**config.mk**
```make
export PLATFORM = sky130hd
export DESIGN_NAME = arb_corner
export DESIGN_NICKNAME = d
export VERILOG_FILES = /design/src/design/affine_rect_bounds_unit_defines.svh /design/src/design/arb_pkg.sv /design/src/design/arb_corner.sv
export SDC_FILE = /design/constraint.sdc
export NUM_CORES = 1
export LEC_CHECK = 0
export BUFFER_PORTS_ARGS = -buffer_cell sky130_fd_sc_hd__buf_2
export CAP_MARGIN = 0
export CELL_PAD_IN_SITES_DETAIL_PLACEMENT = 0
export CELL_PAD_IN_SITES_GLOBAL_PLACEMENT = 1
export CORE_AREA = 2 2 146 148
export DETAILED_ROUTE_END_ITERATION = 7
export DIE_AREA = 0 0 148 150
export HOLD_SLACK_MARGIN = 0.08
export PLACE_DENSITY_LB_ADDON = 0.1
export SYNTH_ARGS = -nofsm -noshare
export SYNTH_HDL_FRONTEND = slang
export SYNTH_SLANG_ARGS = --single-unit
```
**constraint.sdc**
```tcl
create_clock -name i_clk -period 3.2 [get_ports i_clk]
set_input_delay 0.8 -clock i_clk [delete_from_list [all_inputs] [get_ports i_clk]]
set_output_delay 0.8 -clock i_clk [all_outputs]
set_load 0.01 [all_outputs]
```
**src/design/affine_rect_bounds_unit_defines.svh**
```systemverilog
// ----------------------------------------------------------------------------
// affine_rect_bounds_unit_defines.svh
// Assertion macros shared by the affine rectangle bounds unit.
// ----------------------------------------------------------------------------
`ifndef AFFINE_RECT_BOUNDS_UNIT_DEFINES_SVH
`define AFFINE_RECT_BOUNDS_UNIT_DEFINES_SVH

// Clocked assertion, ignored while reset is active
`define ARB_ASSERT(label, prop, msg) \
    label: assert property (@(posedge i_clk) disable iff (!i_rst_n) prop) else $error(msg);

// Clocked assertion that also holds through reset
`define ARB_ASSERT_ALWAYS(label, prop, msg) \
    label: assert property (@(posedge i_clk) prop) else $error(msg);

`endif

```
**src/design/arb_pkg.sv**
```systemverilog
// ----------------------------------------------------------------------------
// arb_pkg
// Types, constants and register codes of the affine rectangle bounds unit.
// ----------------------------------------------------------------------------
`timescale 1ns / 1ps
`default_nettype none

package arb_pkg;

    // Coordinate and coefficient width (signed fixed point)
    localparam int COORD_W = 32;
    // Default number of fraction bits
    localparam int FRAC_BITS_DEF = 16;
    // Configuration index width
    localparam int CFG_IDX_W = 3;

    typedef logic signed [COORD_W-1:0] t_coord;
    typedef logic [COORD_W-1:0]        t_ucoord;

    // Configuration register indexes
    typedef enum logic [CFG_IDX_W-1:0] {
        CFG_COEF_A   = 3'd0,
        CFG_COEF_B   = 3'd1,
        CFG_COEF_C   = 3'd2,
        CFG_COEF_D   = 3'd3,
        CFG_OFFSET_X = 3'd4,
        CFG_OFFSET_Y = 3'd5
    } t_cfg_idx;

    // Matrix and translation
    typedef struct packed {
        t_coord coef_a;
        t_coord coef_b;
        t_coord coef_c;
        t_coord coef_d;
        t_coord offset_x;
        t_coord offset_y;
    } t_matrix;

    // Input transaction
    typedef struct packed {
        t_coord rect_x;
        t_coord rect_y;
        t_coord rect_width;
        t_coord rect_height;
    } t_rect_in;

    // Result transaction
    typedef struct packed {
        t_coord  bound_min_x;
        t_coord  bound_min_y;
        t_ucoord bound_width;
        t_ucoord bound_height;
    } t_bound_out;

    // Both edges of the rectangle on each axis
    typedef struct packed {
        t_coord x0;
        t_coord x1;
        t_coord y0;
        t_coord y1;
    } t_corner_span;

    // Mapped corners: index bit 0 picks x1, bit 1 picks y1
    typedef struct packed {
        t_coord [3:0] cx;
        t_coord [3:0] cy;
    } t_mapped;

endpackage

`default_nettype wire

```
**src/design/arb_corner.sv**
```systemverilog
// ----------------------------------------------------------------------------
// arb_corner
// Saturating far-edge stage: forms origin plus size on each axis.
// ----------------------------------------------------------------------------
`timescale 1ns / 1ps
`default_nettype none

module arb_corner (
    input  wire logic                  i_clk,
    input  wire logic                  i_rst_n,
    input  wire logic                  i_valid,
    input  wire arb_pkg::t_rect_in     i_rect,
    output logic                       o_valid,
    output arb_pkg::t_corner_span      o_span
);

    localparam int W = arb_pkg::COORD_W;

    logic                   r_valid;
    arb_pkg::t_corner_span  r_span;
    arb_pkg::t_corner_span  n_span;
    logic signed [W:0]      sum_x;
    logic signed [W:0]      sum_y;

    // Saturate a one-bit-grown sum back to the coordinate range
    function automatic arb_pkg::t_coord sat_grow(input logic signed [W:0] v);
        logic ovf;
        ovf = v[W] ^ v[W-1];
        if (!ovf) begin
            sat_grow = v[W-1:0];
        end else if (v[W]) begin
            sat_grow = {1'b1, {(W-1){1'b0}}};
        end else begin
            sat_grow = {1'b0, {(W-1){1'b1}}};
        end
    endfunction

    // Add size to origin on each axis
    always_comb begin
        sum_x         = (W+1)'(i_rect.rect_x) + (W+1)'(i_rect.rect_width);
        sum_y         = (W+1)'(i_rect.rect_y) + (W+1)'(i_rect.rect_height);
        n_span.x0     = i_rect.rect_x;
        n_span.y0     = i_rect.rect_y;
        n_span.x1     = sat_grow(sum_x);
        n_span.y1     = sat_grow(sum_y);
    end

    // Advance valid bit
    always_ff @(posedge i_clk) begin
        if (!i_rst_n) begin
            r_valid <= 1'b0;
        end else begin
            r_valid <= i_valid;
        end
    end

    // Hold payload
    always_ff @(posedge i_clk) begin
        r_span <= n_span;
    end

    assign o_valid = r_valid;
    assign o_span  = r_span;

endmodule

`default_nettype wire

```
==> run metrics, run 1 <==
Final setup viols=0; relative max-transition margin=between 60% and 70%; DRC=0; Core Rows=53; share of cells above drive strength 1=45.0%; IR drop worst, VDD=0.000350 V; worst-margin pin slew=0.492 ns; Core Util, Final=49.7%; Final ANT Viol Nets=0; drt total wl=20.9 mm; EDFF count, synth=0; pin count of the biggest net entering global routing=21; IO Count=260; final instance area=just over 0.01 sq mm; Worst path slowest cell=or3b_4; DR iter-0 viols=242; fin crit period=3.07 ns; Syn Std Cell Area=0.00669 sq mm; RSZ-0062 raised after global routing=no; Seq/Total Area, Yosys=38.6%; Mapped Avg Cell Area=approximately 9.5 sq um; HPWL Detailed=around 17 mm; Placed Instance Area=between 0.009 and 0.01 sq mm; Final Cycle Share=95.8%; crit path kind=in2reg; PortBufs=approximately 260; pwr dens=~600 mW/mm^2; Slew Limit Fails=0; Fmax=about 330 MHz; WP buf/inv=3; diode count=0; GPL Wtd Cong=0.837; buffer depth of the longest clock path=2; crit start category=primary input; Final #Nets=1319; Netlist cell types=68; Fin. Hold Viols=0; 1st-pass router iterations=5; post-synthesis register bit count=129; MaxCap Viol Count=0; CTS root buf=clkbuf_16; CP endpoint kind=flip-flop; Crit path arrival time=3.41 ns; first-pass GRT wire length=32.9 mm; initial antenna violation count=0; worst path cell trace=buf_2 -> ha_4 -> inv_2 -> fa_2 -> nand2b_4 -> a21o_1 -> a211oi_2 -> a211o_1 -> a41oi_2 -> or3b_4 -> a31oi_4 -> nand2_2 -> buf_12 -> a21oi_1; Required @ worst endpoint=3.55 ns; CTS H-tree lvls=4; vias post-DR=6639; CP max FO=15; overall power=6080 uW; worst hold slack=0.491 ns; top_reg_cell synth=dfxtp_1; CTS tree=yes; final cell count without fillers=1410; cts bufs inserted=17; Top Family by Delay on Critical Path=compound AO/OA/AOI/OAI gates; Worst Hold Class=in2reg; placed insts=~1400; area of the core=0.0207 sq mm; GRT Util Overall=18.9%; Layout area overhead=53.7%; Synth Instances=705; DR vias/cell=about 4.7; Ys Warns=0; post-DR wirelength/cell=between 10 and 15 um; Post-synth ARST share=0%; filler cell count in the final layout=between 2000 and 2500; Post-Syn Nets=902; total congestion overflow=0; Die Ht=150 um; CTS Hold Bufs=0; status=finished clean; Worst-path clk slew=0.06 ns; CP peak stage delay=~0.44 ns; full die area=0.0222 sq mm; Die W=148 um; vias in the first global route=6448; Static Leakage=0.00501 uW; starting density of the core=32.3%; clock sinks=between 100 and 150
## final cells by class
cell class	instances	area, sq um	share of cell area, %
Tap cell	275	344	3.35
Clock inverter	11	174	1.69
Sequential cell	129	2580	25.1
Timing Repair Buffer	421	2560	24.9
Inverter	19	71.3	0.694
Multi-Input combinational cell	534	4060	39.5
Clock buffer	21	480	4.68
## metrics by stage
step / setup TNS, ns / setup WS [ns]
final: 0 / 0.134
after global routing: 0 / 0.00208
after CTS: 0 / 0.0837
after detailed placement: -17.91 / -0.364
after global placement: -14.04 / -0.289
after floorplan: -0.983 / -0.0617
## sequential cells by signal (all words and copies together) (netlist names)
register and cells:
o_span 128, o_valid 1
## layer usage
metal / track usage (%) / part of all wire, % / vias up
met5: 0 / 0 / -
met4: 5.29 / 1.2 / 0
met3: 4.70 / 5.7 / 21
met2: 32.4 / 49 / 179
met1: 23.6 / 44 / 3013
li1: - / - / 3426
## synthesized netlist by cell type (4+ instances only)
cell type | count | area (sq um)
a211o_1 | 4 | 35.0
a211oi_1 | 8 | 60.1
a21o_1 | 29 | 218
a21oi_1 | 76 | 380
a21oi_2 | 11 | 96.3
a31oi_1 | 9 | 56.3
and3_1 | 6 | 37.5
buf_2 | 4 | 20.0
buf_6 | 4 | 45.0
clkbuf_1 | 15 | 56.3
dfxtp_1 | 129 | 2580
ha_1 | 64 | 801
inv_1 | 19 | 71.3
maj3_1 | 5 | 50.1
nand2_1 | 36 | 135
nand2b_1 | 11 | 68.8
nand3_1 | 9 | 45.0
nand4_1 | 12 | 75.1
nor2_1 | 41 | 154
nor2b_1 | 8 | 50.1
nor3_1 | 10 | 50.1
o211ai_1 | 6 | 45.0
o21a_1 | 10 | 75.1
o21ai_0 | 44 | 220
o21ai_1 | 5 | 25.0
o21ai_2 | 8 | 70.1
o21bai_1 | 4 | 30.0
xnor2_1 | 32 | 280
xor2_1 | 25 | 219
## where the power goes
group,switching (uW),internal (uW),leakage (uW)
registers,78.0,1890,0.00109
logic,1030,940,0.00361
clock network,752,1390,0.000313
## timing repair
item / in CTS / in global routing
endpoints found under the setup margin: 0 / 30
setup buffers: 0 / 1
resized for setup: 0 / 5
## cell families (layout without fill, tap and decap cells)
kind of cell             count (synthesis)  in the layout  share of synthesized area, %
AO/OA/AOI/OAI                          252            252                          25.9
AND/OR/NAND/NOR                        152            152                          11.4
flip-flops                             129            129                          38.6
adder cells (fa/ha/maj)                 71             71                          13.3
XOR/XNOR                                58             58                          7.71
buffers and inverters                   42            472                          2.88
multiplexers                             1              1                         0.150
## worst paths after layout
kind | end | cells after the start | start
worst max-delay path | o_span[1] | 14 | i_rect[64]
worst min-delay path | o_span[49] | 1 | i_rect[81]
## cell usage in the layout, fill, tap and decap left out, types with 5 or more instances in the layout
cell,netlist,final
ha_4,0,5
xnor2_1,32,32
nor2b_1,8,7
nor2_1,41,41
buf_4,0,158
nand3_1,9,9
nand2_1,36,36
nand2b_1,11,10
a21o_1,29,29
dfxtp_1,129,129
a21oi_2,11,16
o21ai_1,5,8
o21ai_0,44,40
o211ai_1,6,6
a31oi_1,9,9
nor3_1,10,10
clkbuf_16,0,17
o21ai_2,8,9
buf_2,4,259
maj3_1,5,5
a21oi_1,76,71
nand4_1,12,12
and3_1,6,6
xor2_1,25,25
a211oi_1,8,6
ha_1,64,59
inv_1,19,18
o21a_1,10,10
Power figures use the tool's default switching activity.
==> inputs of run 2 (changes only) <==
- CORE_AREA: 2 2 146 148 -> 2 2 144 146
- CTS_BUF_LIST: not set -> sky130_fd_sc_hd__clkbuf_4
- DIE_AREA: 0 0 148 150 -> 0 0 146 148
==> run metrics, run 2 (same netlist as run 1, synthesis figures left out) <==
drt total wl=19.9 mm (-5.0%); fin worst setup slack=0.142 ns (+0.00790 ns); Hold Crit Start=i_rect[101]; area of the core=0.0200 sq mm (-3.1%); Worst Hold Class=in2reg; worst hold path depth=1 (unchanged); pre-CTS setup slack=-0.400 ns (-0.0354 ns); crit path kind=in2reg; fin crit period=3.06 ns (-0.00791 ns); clock sinks=129 (unchanged); MaxCap Viol Count=0 (unchanged); Static Leakage=0.00476 uW (-5.0%); DR vias/cell=4.64 (-1.4%); Final setup viols=0 (unchanged); Hold Path End=o_span[101]; PortBufs=259 (unchanged); Crit path arrival time=3.50 ns (+0.09 ns); IR drop worst, VDD=0.000249 V (-29%); Fin. Hold Viols=0 (unchanged); final cell count without fillers=1388 (-1.6%); cts bufs inserted=17 (unchanged); highest-count cells in the layout ignoring fill and taps=259 x buf_2, 139 x buf_4, 129 x dfxtp_1; total congestion overflow=0 (unchanged); buffer depth of the longest clock path=2 (unchanged); DRC=0 (unchanged); RSZ-0062 raised after global routing=no; post-DR wirelength/cell=14.3 um (-3.5%); Core Rows=52 (-1.9%); relative max-transition margin=65.7% (-1.1 points); vias in the first global route=6423 (-0.39%); vias post-DR=6446 (-2.9%); status=finished clean; CTS root buf=clkbuf_4; CP endpoint kind=flip-flop; 1st-pass router iterations=6 (+1); Worst-path clk slew=0.12 ns (+0.06 ns); Die Ht=148 um (-1.3%); Final Cycle Share=95.6% (-0.25 points); GRT Util Overall=18.3% (-0.62 points); pwr dens=514 mW/mm^2 (-13%); placed insts=1355 (-1.6%); overall power=5010 uW (-18%); Final #Nets=1301 (-1.4%); share of cells above drive strength 1=43.7% (-1.3 points); Fmax=327 MHz (+0.26%); post-CTS setup buffer count=0 (unchanged); Placed Instance Area=0.00947 sq mm (-1.3%); DR iter-0 viols=209 (-14%); max reg flops=128 (unchanged); initial antenna violation count=2 (+2); Required @ worst endpoint=3.64 ns (+0.09 ns); Slew Limit Fails=0 (unchanged); CTS tree=yes; CP max FO=7 (-8); crit start category=primary input; worst-margin pin slew=0.508 ns (+0.0169 ns); first-pass GRT wire length=31.3 mm (-5.1%); IO Count=260 (unchanged); HPWL Detailed=16.3 mm (-5.9%); leading cell type in the layout, fill and taps excluded=buf_2; GPL Wtd Cong=0.797 (-4.8%); Layout area overhead=45.9%; Die W=146 um (-1.4%); full die area=0.0216 sq mm (-2.7%); starting density of the core=33.4% (+1.0 points); Final ANT Viol Nets=0 (unchanged); final instance area=0.00975 sq mm (-5.1%); pin count of the biggest net entering global routing=17 (-19%); setup_tns=0 ns (unchanged); CTS H-tree lvls=4 (unchanged)
==> run 2: cell types whose count changed in the layout (fill, tap and decap cells not counted), sizes merged <==
cell,previous run,this run
clkinvlp,3,2
inv,22,19
clkbuf,21,20
buf,421,403
clkinv,1,7
diode,0,2
bufinv,4,2
==> run 2: critical path, stage by stage <==
cell      delay, ns
buf_2          0.10
ha_4           0.15
inv_2          0.04
fa_2           0.33
nand2b_4       0.15
a21o_1         0.18
a211oi_2       0.19
a211o_1        0.25
a41oi_2        0.17
or3b_4         0.44
a31oi_4        0.24
nor2_1         0.11
buf_4          0.18
o21ai_0        0.17
==> run 2: power breakdown <==
group / switching, uW / total, uW / leakage, uW / internal [uW]
Sequential: 84.3 / 1970 / 0.00109 / 1890
Combinational: 1000 / 1930 / 0.00352 / 924
Clock: 628 / 1110 / 0.000146 / 479
Total: 1720 / 5010 / 0.00476 / 3290
==> run 2: final cells by class <==
type / instances / area, sq um
fillers: 2024 / 10300
multi-input cells: 534 / 4050
flip-flops and latches: 129 / 2580
repair buffers: 403 / 2440
well taps: 270 / 338
clock buffers: 20 / 150
clock inverters: 11 / 116
inverters: 19 / 71.3
diodes: 2 / 5.00
==> run 2: how the worst max path moves through the flow <==
| stage | from | end | slack (ns) | cells past startpoint |
|---|---|---|---|---|
| finish | i_rect[0] | o_span[24] | 0.14 | 14 |
| global route | i_rect[64] | o_span[24] | 0.02 | 14 |
| CTS | i_rect[96] | o_span[86] | 0.14 | 14 |
| detailed placement | i_rect[96] | o_span[86] | -0.40 | 14 |
| global placement | i_rect[96] | o_span[84] | -0.32 | 14 |
| floorplan | i_rect[0] | o_span[22] | -0.06 | 13 |
==> run 2: per-layer routing <==
layer	track usage [%]	vias to the layer above	routed length [um]
met4	6.17	0	363
met3	4.63	23	1030
li1	-	3400	-
met5	0	-	0
met2	32.2	182	9800
met1	21.7	2841	8680
==> run 2: per-stage QoR <==
step	util (%)	hold WS, ns
finish	48.7	0.374
global route	48.7	0.283
CTS	48.6	0.298
detailed placement	47.3	0.920
global placement	47.3	0.919
floorplan	-	0.828
==> run 2: repair_timing <==
item,CTS,global route
hold buffers,0,0
hold endpoints to repair,0,0
endpoints found under the setup margin,0,6
resized for setup,0,1
