## src/design/affine_rect_bounds_unit_defines.svh

```systemverilog
// ----------------------------------------------------------------------------
// affine_rect_bounds_unit_defines.svh
// Assertion macros shared by the affine rectangle bounds unit.
// ----------------------------------------------------------------------------
`ifndef AFFINE_RECT_BOUNDS_UNIT_DEFINES_SVH
`define AFFINE_RECT_BOUNDS_UNIT_DEFINES_SVH

// Clocked assertion, ignored while reset is active
`define ARB_ASSERT(label, prop, msg) \
    label: assert property (@(posedge i_clk) disable iff (!i_rst_n) prop) else $error(msg);

// Clocked assertion that also holds through reset
`define ARB_ASSERT_ALWAYS(label, prop, msg) \
    label: assert property (@(posedge i_clk) prop) else $error(msg);

`endif

```

## src/design/arb_pkg.sv

```systemverilog
// ----------------------------------------------------------------------------
// arb_pkg
// Types, constants and register codes of the affine rectangle bounds unit.
// ----------------------------------------------------------------------------
`timescale 1ns / 1ps
`default_nettype none

package arb_pkg;

    // Coordinate and coefficient width (signed fixed point)
    localparam int COORD_W = 32;
    // Default number of fraction bits
    localparam int FRAC_BITS_DEF = 16;
    // Configuration index width
    localparam int CFG_IDX_W = 3;

    typedef logic signed [COORD_W-1:0] t_coord;
    typedef logic [COORD_W-1:0]        t_ucoord;

    // Configuration register indexes
    typedef enum logic [CFG_IDX_W-1:0] {
        CFG_COEF_A   = 3'd0,
        CFG_COEF_B   = 3'd1,
        CFG_COEF_C   = 3'd2,
        CFG_COEF_D   = 3'd3,
        CFG_OFFSET_X = 3'd4,
        CFG_OFFSET_Y = 3'd5
    } t_cfg_idx;

    // Matrix and translation
    typedef struct packed {
        t_coord coef_a;
        t_coord coef_b;
        t_coord coef_c;
        t_coord coef_d;
        t_coord offset_x;
        t_coord offset_y;
    } t_matrix;

    // Input transaction
    typedef struct packed {
        t_coord rect_x;
        t_coord rect_y;
        t_coord rect_width;
        t_coord rect_height;
    } t_rect_in;

    // Result transaction
    typedef struct packed {
        t_coord  bound_min_x;
        t_coord  bound_min_y;
        t_ucoord bound_width;
        t_ucoord bound_height;
    } t_bound_out;

    // Both edges of the rectangle on each axis
    typedef struct packed {
        t_coord x0;
        t_coord x1;
        t_coord y0;
        t_coord y1;
    } t_corner_span;

    // Mapped corners: index bit 0 picks x1, bit 1 picks y1
    typedef struct packed {
        t_coord [3:0] cx;
        t_coord [3:0] cy;
    } t_mapped;

endpackage

`default_nettype wire

```

## src/design/arb_bounds.sv

```systemverilog
// ----------------------------------------------------------------------------
// arb_bounds
// Registered min/max tree over the mapped corners and the output register.
// ----------------------------------------------------------------------------
`timescale 1ns / 1ps
`default_nettype none

`include "affine_rect_bounds_unit_defines.svh"

module arb_bounds (
    input  wire logic              i_clk,
    input  wire logic              i_rst_n,
    input  wire logic              i_valid,
    input  wire arb_pkg::t_mapped  i_mapped,
    output logic                   o_valid,
    output arb_pkg::t_bound_out    o_bound
);

    // First tree level: pairs (0,1) and (2,3)
    logic                 r_valid_1;
    arb_pkg::t_coord      r_mnx [2], r_mxx [2], r_mny [2], r_mxy [2];
    arb_pkg::t_coord      n_mnx [2], n_mxx [2], n_mny [2], n_mxy [2];

    // Second tree level
    logic                 r_valid_2;
    arb_pkg::t_coord      r_min_x, r_max_x, r_min_y, r_max_y;
    arb_pkg::t_coord      n_min_x, n_max_x, n_min_y, n_max_y;

    // Output register
    logic                 r_valid_o;
    arb_pkg::t_bound_out  r_bound;
    arb_pkg::t_bound_out  n_bound;

    // Compare corner pairs
    always_comb begin
        for (int p = 0; p < 2; p++) begin
            if (i_mapped.cx[2*p] < i_mapped.cx[2*p+1]) begin
                n_mnx[p] = i_mapped.cx[2*p];
                n_mxx[p] = i_mapped.cx[2*p+1];
            end else begin
                n_mnx[p] = i_mapped.cx[2*p+1];
                n_mxx[p] = i_mapped.cx[2*p];
            end
            if (i_mapped.cy[2*p] < i_mapped.cy[2*p+1]) begin
                n_mny[p] = i_mapped.cy[2*p];
                n_mxy[p] = i_mapped.cy[2*p+1];
            end else begin
                n_mny[p] = i_mapped.cy[2*p+1];
                n_mxy[p] = i_mapped.cy[2*p];
            end
        end
    end

    // Merge the pair results
    always_comb begin
        n_min_x = (r_mnx[0] < r_mnx[1]) ? r_mnx[0] : r_mnx[1];
        n_max_x = (r_mxx[0] > r_mxx[1]) ? r_mxx[0] : r_mxx[1];
        n_min_y = (r_mny[0] < r_mny[1]) ? r_mny[0] : r_mny[1];
        n_max_y = (r_mxy[0] > r_mxy[1]) ? r_mxy[0] : r_mxy[1];
    end

    // Form box origin and extent
    always_comb begin
        n_bound.bound_min_x  = r_min_x;
        n_bound.bound_min_y  = r_min_y;
        n_bound.bound_width  = arb_pkg::t_ucoord'(r_max_x - r_min_x);
        n_bound.bound_height = arb_pkg::t_ucoord'(r_max_y - r_min_y);
    end

    // Advance valid bits
    always_ff @(posedge i_clk) begin
        if (!i_rst_n) begin
            r_valid_1 <= 1'b0;
            r_valid_2 <= 1'b0;
            r_valid_o <= 1'b0;
        end else begin
            r_valid_1 <= i_valid;
            r_valid_2 <= r_valid_1;
            r_valid_o <= r_valid_2;
        end
    end

    // Hold payload
    always_ff @(posedge i_clk) begin
        r_mnx   <= n_mnx;
        r_mxx   <= n_mxx;
        r_mny   <= n_mny;
        r_mxy   <= n_mxy;
        r_min_x <= n_min_x;
        r_max_x <= n_max_x;
        r_min_y <= n_min_y;
        r_max_y <= n_max_y;
        r_bound <= n_bound;
    end

    assign o_valid = r_valid_o;
    assign o_bound = r_bound;

    // The merged extremes are ordered, and the extent follows them
    `ARB_ASSERT(a_x_ordered, r_valid_2 |-> (r_max_x >= r_min_x), "x extremes out of order")
    `ARB_ASSERT(a_y_ordered, r_valid_2 |-> (r_max_y >= r_min_y), "y extremes out of order")
    `ARB_ASSERT(a_width_tracks, r_valid_o |-> (r_bound.bound_width == arb_pkg::t_ucoord'($past(r_max_x) - $past(r_min_x))), "width does not match extremes")

endmodule

`default_nettype wire

```

## config.mk

```make
export PLATFORM = sky130hd
export DESIGN_NAME = arb_bounds
export DESIGN_NICKNAME = d
export VERILOG_FILES = /design/src/design/arb_pkg.sv /design/src/design/arb_bounds.sv
export VERILOG_INCLUDE_DIRS = /design/src /design/src/design
export SDC_FILE = /design/constraint.sdc
export NUM_CORES = 1
export LEC_CHECK = 0
export ABC_AREA = 0
export ABC_CLOCK_PERIOD_IN_PS = 6000
export BUFFER_PORTS_ARGS = -buffer_cell sky130_fd_sc_hd__buf_2
export CAP_MARGIN = 30
export CORE_ASPECT_RATIO = 2
export CORE_MARGIN = 2
export CORE_UTILIZATION = 40
export DETAILED_ROUTE_END_ITERATION = 8
export PLACE_DENSITY = 0.63
export REMOVE_ABC_BUFFERS = 1
export SYNTH_ARGS = -nofsm -noshare
export SYNTH_HDL_FRONTEND = slang
export SYNTH_SLANG_ARGS = --single-unit
```

## constraint.sdc

```tcl
create_clock -name i_clk -period 6 [get_ports i_clk]
set_input_delay 1.8 -clock i_clk [delete_from_list [all_inputs] [get_ports i_clk]]
set_output_delay 1.8 -clock i_clk [all_outputs]
set_load 0.02 [all_outputs]
```

==> results.py, run 1 <==
metrics = {
    "global_route": {
        "antenna_found_initial": 10,
        "grt_max_degree": 126,
        "grt_usage_pct": 22.05,
        "gr-total-overflow": 0,
        "grt_pass1_wl_mm": 120.6,
        "grt_pass1_vias": 21910,
    },
    "cts": {
        "htreeDepth": 2,
        "cts_made_buffers": 48,
        "cts_tree": "done",
        "cts_setup_buffers": 0,
        "clockBufferDepth": 3,
        "clock_latency_ns": 0.58,
        "cts_resized": 0,
        "cts_sinks": 515,
        "ctsHoldBuffers": 0,
        "path_clk_slew_ns": 0.07,
        "cts_root_buffer": "clkbuf_16",
    },
    "sta": {
        "hold_violations": 0,
        "relSlewSlack_pct": 36.26,
        "final.setup.tns_ns": 0,
        "min_period_ns": 4.833,
        "setup_viol": 0,
        "slew_violations": 0,
        "period_share_pct": 80.55,
        "clock-skew-final_ns": 0.01472,
        "fmaxAchievable_mhz": 206.9,
        "grt_setup_unrepaired": "false",
        "worst_pin_slew_ns": 0.9541,
    },
    "setup_path": {
        "cp_max_fo": 66,
        "required_ns": 6.44,
        "crit_arrival_ns": 5.27,
        "crit_type": "primary input to flop",
        "r2r_slack_ns": 2.27,
        "crit_path_end_kind": "flop",
        "start_kind": "primary input",
    },
    "floorplan": {
        "start_util_pct": 40.23,
        "die-height_um": 372.6,
        "fp-row-count": 135,
        "pin_count": 388,
        "die_area_um2": 70170,
        "coreArea_um2": 67560,
        "die_w_um": 188.3,
    },
    "synth": {
        "seq_area_frac_synth_pct": 37.93,
        "syn_inst": 2873,
        "avgSynthCellArea_um2": 9.460,
        "synthDistinctLibCells": 65,
        "synthSimpleGateAreaFrac_pct": 9.368,
        "ys_seq_elements": 515,
        "synth_edf_count": 0,
        "synth_top_family_by_area": "compound AO/OA/AOI/OAI gates",
        "synth_xor_area_share_pct": 1.906,
        "ys_warn_count": 0,
        "synth_flop_cell": "dfxtp_1",
        "synthTopCellsByArea": "dfxtp_1 (38%), ha_1 (14%), mux2_2 (11%)",
        "muxShareOfSynthArea_pct": 12.01,
        "async_flop_share_pct": 0,
        "yosysMostFrequentCell": "dfxtp_1",
        "synthAdderAreaFrac_pct": 14.51,
        "synth_top_area_share_pct": 37.93,
        "synth_area_um2": 27180,
        "synth_top_cell_by_area": "dfxtp_1",
        "synth_top_cells_by_count": "dfxtp_1 (515), inv_1 (330), ha_1 (312)",
        "synth_compound_area_share_pct": 17.50,
    },
    "power": {
        "switching_share_pct": 37.38,
        "p_leak_uw": 0.01512,
        "switchingPower_uw": 5142,
        "cellPowerDensity_nw_per_um2": 434.1,
        "vdd_drop_max_mv": 0.2357,
        "p_int_uw": 8616,
        "clock_power_share_pct": 23.6,
        "comb_power_share_pct": 41.1,
        "p_seq_share_pct": 35.4,
    },
    "routing": {
        "vias": 22130,
        "routed_via_density": 5.351,
        "antenna_left": 0,
        "wl_mm": 79.39,
        "route.detailed.drc": 0,
        "drt_iter0_markers": 879,
        "dr.pass1.iters": 5,
        "detail_route.wl_per_cell_um": 19.20,
    },
    "final_layout": {
        "finish.utilization_pct": 46.91,
        "nNetsFinal": 3782,
        "fin_cells": 4136,
        "fillers": 6605,
        "syn2layout_area_growth_pct": 16.62,
        "drive_gt1_share_pct": 24.85,
    },
    "place": {
        "portBuffers": 387,
        "placed_cells": 4049,
        "routabilityCongestion": 0.9129,
        "dp_hpwl_mm": 63.85,
    },
    "outcome": {
        "status": "finished, final reports clean",
    },
    "job": {
        "maxCapViolCount": 0,
    },
    "hold_path": {
        "min_path_type": "flop to flop",
    },
}
-- flip-flops by register name, summed over array words and instances (netlist names) --
name / count
o_bound: 128
o_valid: 1
r_max_x: 32
r_max_y: 32
r_min_x: 32
r_min_y: 32
r_mnx: 64
r_mny: 64
r_mxx: 64
r_mxy: 64
r_valid_1: 1
r_valid_2: 1
-- per-stage QoR --
stage	instance area (um^2)	worst slack [ns]	total power (uW)	hold WS [ns]
2_1_floorplan	26580	-4.543	8657	0.3308
3_3_place_gp	30000	0.6717	10550	0.3348
3_5_place_dp	30030	0.6177	10600	0.3380
4_1_cts	31690	1.254	13910	0.3421
5_1_grt	31690	1.197	14610	0.3499
6_report	31700	1.167	13760	0.3444
-- final timing paths --
path	cells after the start	startpoint	end
hold reg to reg	0	r_min_y[14]	o_bound[78]
setup reg to reg	11	r_mny[22]	r_min_y[2]
setup / recovery	12	i_mapped[49]	r_mny[32]
hold / removal	0	r_min_y[14]	o_bound[78]
-- kinds of logic after synthesis --
| group | Yosys count |
|---|---|
| DFF | 515 |
| buffers and inverters | 463 |
| and+or+nand+nor | 547 |
| muxes | 290 |
| xor gates and xnor gates | 57 |
| adders and majority gates | 314 |
| AOI/OAI and AO/OA | 687 |
-- cell type report --
cell class	count	area, um^2	share of cell area, %
Clock buffer	62	1375	4.338
Timing Repair Buffer	419	2247	7.090
Clock inverter	23	289.0	0.9119
Multi-Input combinational cell	1895	15120	47.70
Antenna cell	2	5.005	0.01579
Sequential cell	515	10310	32.53
Tap cell	890	1114	3.513
Inverter	330	1239	3.908
-- power groups by stage --
stage               combinational (uW)  sequential, uW  clock [uW]
global route                      6220            4950        3440
finish                            5650            4860        3240
detailed placement                5660            4950           0
CTS                               5700            4880        3330
global placement                  5610            4940           0
floorplan                         3430            5230           0
-- metal layers --
layer	track usage [%]	vias to the layer above	part of all wire [%]
li1	-	10950	-
met1	21.78	10320	35
met2	43.27	693	54
met3	3.602	162	5.5
met4	11.29	8	5.5
met5	0	-	0.064
-- critical path: stages --
cell and delay (ns):
buf_2 0.13, inv_1 0.05, ha_1 0.29, a21o_1 0.18, a21o_1 0.17, a21oi_1 0.33, nand3_1 0.33, a211oi_1 0.73
o31a_2 0.30, buf_4 0.56, mux2i_1 0.26, a21oi_1 0.09
-- placed cells by master, fill, tap and decap left out, types with 31 or more instances in the layout --
master     count
buf_2        387
o31ai_1       44
a41oi_1       37
a22oi_1       31
o2111ai_1     31
a21oi_1      191
nand2_1      235
ha_1         310
nand3_1       91
a21o_1       121
nor3_1        43
o21ai_0       48
o211ai_1      37
o311ai_0      33
xnor2_1       37
dfxtp_1      515
nor2_1        60
clkbuf_16     49
nand4_1       40
mux2_2       275
inv_1        330
Note: power is estimated with default switching activity, not from simulation.
==> run 2, diff against run 1 <==
--- a/config.mk
+++ b/config.mk
@@ -7,7 +7,7 @@
 export NUM_CORES = 1
 export LEC_CHECK = 0
 export ABC_AREA = 0
-export ABC_CLOCK_PERIOD_IN_PS = 6000
+export ABC_CLOCK_PERIOD_IN_PS = 4480
 export BUFFER_PORTS_ARGS = -buffer_cell sky130_fd_sc_hd__buf_2
 export CAP_MARGIN = 30
 export CORE_ASPECT_RATIO = 2
==> constraint.sdc (replaced) <==
create_clock -name i_clk -period 4.48 [get_ports i_clk]
set_input_delay 1.344 -clock i_clk [delete_from_list [all_inputs] [get_ports i_clk]]
set_output_delay 1.344 -clock i_clk [all_outputs]
set_load 0.02 [all_outputs]
==> run 2 against run 1 <==
Utilization rose by 0.21 points. Clock power rose by 28%. Via count decreased by 0.44%. Final cell count is 0.34% higher. Clock-buffer cell count decreased by 1. Total power rose by 33%. Global-route usage decreased by 0.23 points. Die area did not move.
==> results.py, run 2 (same netlist as run 1, synthesis figures left out) <==
metrics = {
    "cts": {
        "cts_root_buffer": "clkbuf_16",
        "ctsHoldBuffers": 0,
        "clock_latency_ns": 0.58,
        "cts_setup_buffers": 0,
        "cts_made_buffers": 47,
        "htreeDepth": 2,
        "clockBufferDepth": 3,
        "cts_sinks": 515,
        "cts_resized": 0,
        "cts_tree": "done",
        "path_clk_slew_ns": 0.07,
    },
    "global_route": {
        "grt_usage_pct": 21.83,
        "antenna_found_initial": 8,
        "grt_pass1_wl_mm": 119.8,
        "grt_max_degree": 125,
        "grt_pass1_vias": 21950,
        "gr-total-overflow": 0,
    },
    "final_layout": {
        "layout_commonest_cell": "dfxtp_1",
        "stdcell_area_um2": 31840,
        "nNetsFinal": 3796,
        "finish.utilization_pct": 47.13,
        "fillers": 6530,
        "largest_reg_flops": 128,
        "mostFrequentLayoutCells": "dfxtp_1 (515), buf_2 (387), inv_1 (330)",
        "drive_gt1_share_pct": 25.08,
        "syn2layout_area_growth_pct": 17.15,
        "multi_input_area_um2": 15120,
        "regArea_um2": 10310,
    },
    "sta": {
        "slew_violations": 0,
        "final.setup.tns_ns": 0,
        "hold_slack_ns": 0.3446,
        "grt_setup_unrepaired": "false",
        "setup_viol": 0,
        "period_share_pct": 84.19,
        "hold_violations": 0,
        "worst_pin_slew_ns": 0.9003,
        "relSlewSlack_pct": 39.85,
        "clock-skew-final_ns": 0.02354,
        "fmaxAchievable_mhz": 265.1,
        "min_period_ns": 3.772,
    },
    "place": {
        "routabilityCongestion": 0.9198,
        "dp_hpwl_mm": 64.19,
        "place_area_um2": 30260,
        "portBuffers": 387,
    },
    "outcome": {
        "status": "finished, final reports clean",
    },
    "routing": {
        "antenna_left": 0,
        "wl_mm": 78.54,
        "route.detailed.drc": 0,
        "detail_route.wl_per_cell_um": 18.93,
        "vias": 22030,
        "drt_iter0_markers": 786,
        "routed_via_density": 5.309,
        "dr.pass1.iters": 5,
    },
    "job": {
        "maxCapViolCount": 0,
    },
    "setup_path": {
        "r2r_start": "r_mnx[17]",
        "crit_path_end_kind": "flop",
        "crit_arrival_ns": 4.24,
        "reg2reg_depth": 11,
        "required_ns": 4.95,
        "start_kind": "primary input",
        "cp_max_fo": 46,
        "crit_type": "primary input to flop",
        "r2r_slack_ns": 0.86,
        "r2r_end": "r_min_x[7]",
    },
    "hold_path": {
        "min_path_type": "flop to flop",
        "hold_path.startpoint": "r_min_y[14]",
        "worstHoldPathCells": 0,
        "hold_end": "o_bound[78]",
    },
    "floorplan": {
        "pin_count": 388,
        "coreArea_um2": 67560,
        "die-height_um": 372.6,
        "die_w_um": 188.3,
        "fp-row-count": 135,
        "start_util_pct": 40.23,
        "die_area_um2": 70170,
    },
    "power": {
        "cellPowerDensity_nw_per_um2": 574.7,
        "vdd_drop_max_mv": 0.4120,
        "p_leak_uw": 0.01520,
    },
}
run 2: cell types whose count changed in the layout (fill, tap and decap cells not counted), moves of 2 or more:
cell and change:
clkbuf_16 -2, clkinv_4 -2, clkinv_2 +4, clkbuf_1 +2, buf_12 +11, buf_4 +5
run 2: metrics by stage:
| step | cells | power, uW | setup slack [ns] |
|---|---|---|---|
| 5_1_grt | 4147 | 19440 | 0.5200 |
| 6_report | 4150 | 18300 | 0.7084 |
| 2_1_floorplan | 2740 | 11590 | -5.607 |
| 3_5_place_dp | 4064 | 14260 | 0.07002 |
| 3_3_place_gp | 4064 | 14190 | 0.1445 |
| 4_1_cts | 4147 | 18470 | 0.7028 |
run 2: power breakdown:
| part | internal, uW | switching, uW |
|---|---|---|
| Combinational | 3210 | 4430 |
| Sequential | 5910 | 597 |
| Clock | 2370 | 1780 |
| Total | 11500 | 6810 |
run 2: how the worst max path moves through the flow:
stage             startpoint        end  slack (ns)  cells after the start
3_3_place_gp   i_mapped[243]   r_mxx[9]        0.14                     12
2_1_floorplan  i_mapped[127]  r_mny[31]       -5.61                      6
6_report       i_mapped[211]   r_mnx[9]        0.71                     11
4_1_cts         i_mapped[53]  r_mny[63]        0.70                     11
5_1_grt        i_mapped[243]  r_mxx[10]        0.52                     12
3_5_place_dp   i_mapped[211]   r_mnx[6]        0.07                     11
run 2: layer usage:
| metal | GRT usage [%] | vias to the layer above | routed length, um |
|---|---|---|---|
| met3 | 3.987 | 155 | 4395 |
| met1 | 21.00 | 10250 | 27210 |
| met2 | 43.02 | 641 | 42460 |
| met5 | 0 | - | 82 |
| met4 | 11.51 | 14 | 4388 |
| li1 | - | 10970 | - |
run 2: cell type report:
| cell class | instances | area share (%) |
|---|---|---|
| Multi-Input combinational cell | 1895 | 47.48 |
| Clock inverter | 22 | 0.8056 |
| Timing Repair Buffer | 434 | 7.781 |
| Clock buffer | 61 | 4.142 |
| Antenna cell | 3 | 0.02358 |
| Sequential cell | 515 | 32.38 |
| Tap cell | 890 | 3.497 |
| Inverter | 330 | 3.890 |
run 2: worst max-delay path, stage by stage:
cell and delay [ns]:
buf_2 0.11, ha_1 0.33, a21oi_1 0.15, o21ai_0 0.14, a2111oi_2 0.47, o31ai_1 0.14, o211ai_1 0.39, and2b_1 0.25
mux2_2 0.21, buf_12 0.27, mux2_2 0.37
